**src/design/prefix_varint_stream_decoder_assert.svh**
```systemverilog
// Assertion macros used by the decoder RTL.
`ifndef PREFIX_VARINT_STREAM_DECODER_ASSERT_SVH
`define PREFIX_VARINT_STREAM_DECODER_ASSERT_SVH

// Same-cycle implication, held off during reset.
`define PVSD_ASSERT_NOW(lbl, clk_i, rstn_i, ante, cons) \
  lbl: assert property (@(posedge clk_i) disable iff (!rstn_i) (ante) |-> (cons)) \
    else $error("same-cycle check failed");

// Next-cycle implication, held off during reset.
`define PVSD_ASSERT_NEXT(lbl, clk_i, rstn_i, ante, cons) \
  lbl: assert property (@(posedge clk_i) disable iff (!rstn_i) (ante) |=> (cons)) \
    else $error("next-cycle check failed");

`endif

```
**src/design/pvsd_pkg.sv**
```systemverilog
package pvsd_pkg;

  localparam int unsigned VALUE_W = 64;
  localparam int unsigned COUNT_W = 4;
  localparam int unsigned LEFT_W  = 4;

  localparam logic [COUNT_W-1:0] COUNT_MAX = 4'hF;

  // Leading byte masks and match codes
  localparam logic [7:0] MASK_1  = 8'h80;
  localparam logic [7:0] CODE_7  = 8'h00;
  localparam logic [7:0] MASK_2  = 8'hC0;
  localparam logic [7:0] CODE_14 = 8'h80;
  localparam logic [7:0] MASK_3  = 8'hE0;
  localparam logic [7:0] CODE_21 = 8'hC0;
  localparam logic [7:0] MASK_4  = 8'hF0;
  localparam logic [7:0] CODE_28 = 8'hE0;
  localparam logic [7:0] MASK_6  = 8'hFC;
  localparam logic [7:0] CODE_32 = 8'hF0;
  localparam logic [7:0] CODE_64 = 8'hF4;
  localparam logic [7:0] CODE_NEG = 8'hF8;

  // Payload masks of the leading byte
  localparam logic [7:0] PAY_7  = 8'h7F;
  localparam logic [7:0] PAY_14 = 8'h3F;
  localparam logic [7:0] PAY_21 = 8'h1F;
  localparam logic [7:0] PAY_28 = 8'h0F;
  localparam logic [7:0] PAY_SN = 8'h03;

  // Continuation byte counts
  localparam logic [LEFT_W-1:0] LEFT_14 = 4'd1;
  localparam logic [LEFT_W-1:0] LEFT_21 = 4'd2;
  localparam logic [LEFT_W-1:0] LEFT_28 = 4'd3;
  localparam logic [LEFT_W-1:0] LEFT_32 = 4'd4;
  localparam logic [LEFT_W-1:0] LEFT_64 = 4'd8;

  typedef struct packed {
    logic [LEFT_W-1:0]  bytes_left;
    logic [VALUE_W-1:0] acc;
    logic               neg;
    logic [COUNT_W-1:0] count;
  } pvsd_state_t;

  typedef struct packed {
    logic               valid;
    logic [VALUE_W-1:0] value;
    logic [COUNT_W-1:0] count;
  } pvsd_result_t;

endpackage

```
**src/design/prefix_varint_stream_decoder.sv**
```systemverilog
// Prefix-coded varint stream decoder. Takes one encoded byte per cycle on the
// in_ channel while in_ready is high and delivers each decoded 64-bit signed
// value with its byte count on the out_ channel from a registered result word.
// Bytes are accepted while in_ready is high; a result register plus a one-word
// skid register let the input keep flowing while a result waits, so in_ready
// only drops when both hold words the consumer has not taken. Negation prefix
// bytes and continuation bytes other than the last produce no result.
`include "prefix_varint_stream_decoder_assert.svh"

module prefix_varint_stream_decoder (
  input  logic        clk,
  input  logic        rst_n,
  input  logic        in_valid,
  output logic        in_ready,
  input  logic [7:0]  in_data_byte,
  output logic        out_valid,
  input  logic        out_ready,
  output logic signed [63:0] out_value,
  output logic [3:0]  out_byte_count
);

  pvsd_pkg::pvsd_state_t  st_r, st_nxt;
  pvsd_pkg::pvsd_result_t res;

  logic        out_valid_r, out_valid_nxt;
  logic [63:0] out_value_r, out_value_nxt;
  logic [3:0]  out_count_r, out_count_nxt;
  logic        skid_valid_r, skid_valid_nxt;
  logic [63:0] skid_value_r, skid_value_nxt;
  logic [3:0]  skid_count_r, skid_count_nxt;

  logic in_fire, out_fire, res_fire;

  assign in_ready = ~skid_valid_r;
  assign in_fire  = in_valid & in_ready;
  assign out_fire = out_valid_r & out_ready;
  assign res_fire = in_fire & res.valid;

  pvsd_decode u_decode (
    .cur       (st_r),
    .data_byte (in_data_byte),
    .nxt       (st_nxt),
    .res       (res)
  );

  // result register and skid word
  always_comb begin
    out_valid_nxt  = out_valid_r;
    out_value_nxt  = out_value_r;
    out_count_nxt  = out_count_r;
    skid_valid_nxt = skid_valid_r;
    skid_value_nxt = skid_value_r;
    skid_count_nxt = skid_count_r;
    if (skid_valid_r) begin
      if (out_fire) begin
        out_value_nxt  = skid_value_r;
        out_count_nxt  = skid_count_r;
        skid_valid_nxt = 1'b0;
      end
    end else if (res_fire) begin
      if (!out_valid_r || out_fire) begin
        out_valid_nxt = 1'b1;
        out_value_nxt = res.value;
        out_count_nxt = res.count;
      end else begin
        skid_valid_nxt = 1'b1;
        skid_value_nxt = res.value;
        skid_count_nxt = res.count;
      end
    end else if (out_fire) begin
      out_valid_nxt = 1'b0;
    end
  end

  // control state
  always_ff @(posedge clk) begin
    if (!rst_n) begin
      st_r         <= '0;
      out_valid_r  <= 1'b0;
      skid_valid_r <= 1'b0;
    end else begin
      if (in_fire) begin
        st_r <= st_nxt;
      end
      out_valid_r  <= out_valid_nxt;
      skid_valid_r <= skid_valid_nxt;
    end
  end

  // payload words
  always_ff @(posedge clk) begin
    out_value_r  <= out_value_nxt;
    out_count_r  <= out_count_nxt;
    skid_value_r <= skid_value_nxt;
    skid_count_r <= skid_count_nxt;
  end

  assign out_valid      = out_valid_r;
  assign out_value      = out_value_r;
  assign out_byte_count = out_count_r;

  // checks
  `PVSD_ASSERT_NOW(a_skid_behind_out, clk, rst_n, skid_valid_r, out_valid_r)
  `PVSD_ASSERT_NOW(a_left_range, clk, rst_n, 1'b1, st_r.bytes_left <= pvsd_pkg::LEFT_64)
  `PVSD_ASSERT_NEXT(a_short_form_result, clk, rst_n,
    in_fire && (st_r.bytes_left == 4'd0) && !in_data_byte[7], out_valid_r)

endmodule

```
**src/design/pvsd_decode.sv**
```systemverilog
// Next-state and result logic for one stream byte.
module pvsd_decode (
  input  pvsd_pkg::pvsd_state_t  cur,
  input  logic [7:0]             data_byte,
  output pvsd_pkg::pvsd_state_t  nxt,
  output pvsd_pkg::pvsd_result_t res
);

  logic [pvsd_pkg::COUNT_W-1:0] cnt_inc;
  logic [pvsd_pkg::VALUE_W-1:0] acc_new;
  logic                         done;

  // saturating byte count
  assign cnt_inc = (cur.count == pvsd_pkg::COUNT_MAX) ? cur.count
                                                       : cur.count + 4'd1;

  // classify the byte and build the partial state
  always_comb begin
    nxt        = cur;
    nxt.count  = cnt_inc;
    acc_new    = cur.acc;
    done       = 1'b0;
    if (cur.bytes_left != '0) begin
      acc_new        = {cur.acc[pvsd_pkg::VALUE_W-9:0], data_byte};
      nxt.bytes_left = cur.bytes_left - 4'd1;
      done           = (cur.bytes_left == 4'd1);
    end else if ((data_byte & pvsd_pkg::MASK_1) == pvsd_pkg::CODE_7) begin
      acc_new = {56'd0, data_byte & pvsd_pkg::PAY_7};
      done    = 1'b1;
    end else if ((data_byte & pvsd_pkg::MASK_2) == pvsd_pkg::CODE_14) begin
      acc_new        = {56'd0, data_byte & pvsd_pkg::PAY_14};
      nxt.bytes_left = pvsd_pkg::LEFT_14;
    end else if ((data_byte & pvsd_pkg::MASK_3) == pvsd_pkg::CODE_21) begin
      acc_new        = {56'd0, data_byte & pvsd_pkg::PAY_21};
      nxt.bytes_left = pvsd_pkg::LEFT_21;
    end else if ((data_byte & pvsd_pkg::MASK_4) == pvsd_pkg::CODE_28) begin
      acc_new        = {56'd0, data_byte & pvsd_pkg::PAY_28};
      nxt.bytes_left = pvsd_pkg::LEFT_28;
    end else if ((data_byte & pvsd_pkg::MASK_6) == pvsd_pkg::CODE_32) begin
      acc_new        = '0;
      nxt.bytes_left = pvsd_pkg::LEFT_32;
    end else if ((data_byte & pvsd_pkg::MASK_6) == pvsd_pkg::CODE_64) begin
      acc_new        = '0;
      nxt.bytes_left = pvsd_pkg::LEFT_64;
    end else if ((data_byte & pvsd_pkg::MASK_6) == pvsd_pkg::CODE_NEG) begin
      nxt.neg = ~cur.neg;
    end else begin
      // small negative form: ~(0..3)
      acc_new = ~{56'd0, data_byte & pvsd_pkg::PAY_SN};
      done    = 1'b1;
    end
    nxt.acc = acc_new;

    // a finished value returns the state to its idle values
    if (done) begin
      nxt.bytes_left = '0;
      nxt.acc        = '0;
      nxt.neg        = 1'b0;
      nxt.count      = '0;
    end
  end

  // result word
  always_comb begin
    res.valid = done;
    res.value = cur.neg ? ~acc_new : acc_new;
    res.count = cnt_inc;
  end

endmodule
```
**config.mk**
```make
export PLATFORM = sky130hd
export DESIGN_NAME = prefix_varint_stream_decoder
export DESIGN_NICKNAME = d
export VERILOG_FILES = /design/src/design/pvsd_pkg.sv /design/src/design/prefix_varint_stream_decoder.sv /design/src/design/pvsd_decode.sv
export VERILOG_INCLUDE_DIRS = /design/src /design/src/design
export SDC_FILE = /design/constraint.sdc
export NUM_CORES = 1
export LEC_CHECK = 0
export BUFFER_PORTS_ARGS = -buffer_cell sky130_fd_sc_hd__buf_2
export CAP_MARGIN = 20
export CORE_MARGIN = 1
export CORE_UTILIZATION = 60
export DETAILED_ROUTE_END_ITERATION = 16
export PLACE_DENSITY = 0.8
export SYNTH_ARGS = -nofsm -noshare
export SYNTH_HDL_FRONTEND = slang
export SYNTH_HIERARCHICAL = 1
export SYNTH_SLANG_ARGS = --single-unit
```
**constraint.sdc**
```tcl
create_clock -name clk -period 8 [get_ports clk]
set_input_delay 0.4 -clock clk [delete_from_list [all_inputs] [get_ports clk]]
set_output_delay 0.4 -clock clk [all_outputs]
set_load 0.01 [all_outputs]
```
==> impl_metrics.json <==
{
  "grt_max_degree": 76,
  "setup_slack_ps": 5046,
  "syn_avg_cell_area_sq_um": 11.14,
  "clk_pin_slew_ps": 60,
  "p_leak_nw": 4.002,
  "fin_util": 0.6947,
  "area_growth_pct": 11.39,
  "ctsResizeCount": 0,
  "worstSetupEndpointType": "register",
  "gp_congestion": 0.7796,
  "critPathArrivalTime_ps": 3200,
  "ys_seq_elements": 211,
  "syn_nets": 917,
  "yosysWarningCount": 6,
  "yosysSeqAreaShare": 0.5557,
  "rows": 46,
  "core_sq_mm": 0.01612,
  "maxSlewViolCount": 0,
  "drc": 0,
  "yosysUniqueCellTypes": 44,
  "ff2ff_path_depth": 8,
  "hold_ws_ps": 213.2,
  "slew_headroom": 0.3966,
  "drt_iter0_drc": 687,
  "cts_max_level": 1,
  "tightestPinTransition_ps": 905.1,
  "syn_inst": 902,
  "worstReg2RegEnd": "out_value[19]",
  "power.total_mw": 2.666,
  "rsz0062_at_grt": "no",
  "finalSetupTns_ps": 0,
  "criticalPathCategory": "reg -> reg",
  "synthArstFlopShare": 0,
  "skew_ps": 7.466,
  "grt_pass1_wl_um": 33230,
  "reg2reg_slack_ps": 5050,
  "pwr_density_cell_mw_per_mm2": 238.1,
  "clock_latency_ps": 500,
  "cp.required_ps": 8240,
  "status": "complete, no violations",
  "post_cts_buffers": 0,
  "grt_pass1_vias": 6390,
  "synth_area_sq_mm": 0.01005,
  "crit_start": "st_r[69]",
  "cts_sinks": 211,
  "hold_violations": 0,
  "grt_usage": 0.2362,
  "wl_per_cell_um": 17.33,
  "min-delay-start": "out_ready",
  "ant_nets": 0,
  "hpwl_um": 11530,
  "dr_total_vias": 6732,
  "detail_route.first_pass.iterations": 5,
  "finalNonFillerCells": 1180,
  "fp.dieH_um": 131.4,
  "setup_viol": 0,
  "place_area_sq_mm": 0.01042,
  "startpoint_type": "register",
  "finalNetCount": 963,
  "final_layout_size_suffix_gt1_frac": 0.2469,
  "rr_startpoint": "st_r[69]",
  "start_util": 0.6237,
  "pin_count": 82,
  "drv_cap": 0,
  "dp_slack_ps": 5059,
  "cts_tree": "yes",
  "overflow": 0,
  "critPathCapture": "out_value[19]",
  "synthFlopType": "edfxtp_1",
  "max-vdd-ir-drop_v": 0.0001454,
  "numPlacedInstances": 1139,
  "synth_edf_count": 136,
  "antennaDiodeCount": 0,
  "grt_antenna_before_repair": 0,
  "fmaxAchievable_mhz": 338.6,
  "hold_path_class": "in -> reg",
  "n_fill_cell": 1204,
  "fin_crit_ps": 2954,
  "die_w_um": 131.4,
  "design_area_sq_mm": 0.01120,
  "ctsHoldBuffers": 0,
  "cts_max_path_buffers": 3,
  "cts_buffers": 22,
  "numPortBuffers": 81,
  "wirelength_um": 20450,
  "die-area_sq_mm": 0.01727,
  "clockRootBuffer": "clkbuf_16",
  "final.period_utilization": 0.3692,
  "critPathMaxFanout": 44,
  "viasPerCell": 5.705
}
registers in the layout (all words and copies together) (netlist names):
register / flops
out_byte_count: 4
out_valid: 1
out_value: 64
skid_count_r: 4
skid_valid_r: 1
skid_value_r: 64
st_r: 73
kinds of logic after synthesis:
family | synth area share
flip-flops | 0.5557
AND/OR/NAND/NOR | 0.1318
buffers and inverters | 0.04382
multiplexers | 0.07942
XOR/XNOR | 0.05751
AO/OA/AOI/OAI | 0.1280
adder cells (fa/ha/maj) | 0.003735
synth_stat cells (2+ instances only):
cell type,n,share of area
nand2_1,150,0.056
edfxtp_1,136,0.41
nor2_1,128,0.048
dfxtp_1,75,0.15
mux2_2,70,0.078
xnor2_1,62,0.054
a21boi_1,60,0.045
a2bb2oi_1,57,0.050
clkbuf_1,27,0.010
buf_2,22,0.011
buf_4,11,0.0082
buf_6,11,0.012
a21boi_2,10,0.011
nand2_2,10,0.0062
o21ai_0,9,0.0045
nor2b_1,7,0.0044
inv_1,6,0.0022
nand3_1,6,0.0030
nor3_1,6,0.0030
a21boi_0,5,0.0037
xor2_1,4,0.0035
ha_1,3,0.0037
a211oi_2,2,0.0025
a221oi_1,2,0.0017
nand4_1,2,0.0012
nor3_2,2,0.0020
o2bb2ai_2,2,0.0030
worst max-delay path: stages (launching register included):
cell	delay [ps]
dfxtp_1	440
inv_1	100
ha_1	280
nor3b_4	200
nand3_2	340
buf_4	520
a2bb2oi_1	380
xnor2_1	150
mux2_2	270
power breakdown:
group,internal [mW],switching (mW)
registers,1.24,0.0269
logic,0.122,0.238
clock network,0.626,0.410
layout by cell type (no fill, tap or decap), types with 3 or more instances in the layout:
cell type / count
nand2_1: 150
edfxtp_1: 136
nor2_1: 128
buf_2: 81
dfxtp_1: 73
mux2_2: 70
xnor2_1: 62
a21boi_1: 60
a2bb2oi_1: 57
clkbuf_16: 23
buf_4: 11
nand2_2: 10
a21boi_2: 10
o21ai_0: 9
clkinv_2: 7
inv_1: 6
nand3_1: 6
nor3_1: 6
nor2b_1: 6
a21boi_0: 5
clkbuf_8: 4
xor2_1: 4
ha_1: 3
layer usage:
| metal | share of wire | GRT usage |
|---|---|---|
| met4 | 0.021 | 0.06654 |
| met2 | 0.48 | 0.3783 |
| met1 | 0.45 | 0.3330 |
| met3 | 0.053 | 0.03742 |
| met5 | 0 | 0 |
worst min path at each step:
stage	to	slack (ps)	cells after the start
2_1_floorplan	st_r[63]	440	2
3_3_place_gp	st_r[66]	440	2
3_5_place_dp	st_r[63]	450	2
4_1_cts	skid_valid_r	190	4
5_1_grt	skid_valid_r	210	4
6_report	skid_valid_r	210	4
area by class of cell:
class | instances | area [sq um] | area share
clock buffers | 29 | 638.1 | 0.05700
clock inverters | 11 | 107.6 | 0.009611
inverters | 6 | 22.52 | 0.002012
multi-input cells | 614 | 4051 | 0.3619
flip-flops and latches | 211 | 5590 | 0.4993
well taps | 216 | 270.3 | 0.02414
repair buffers | 93 | 515.5 | 0.04604
(Power assumes the default switching activity.)
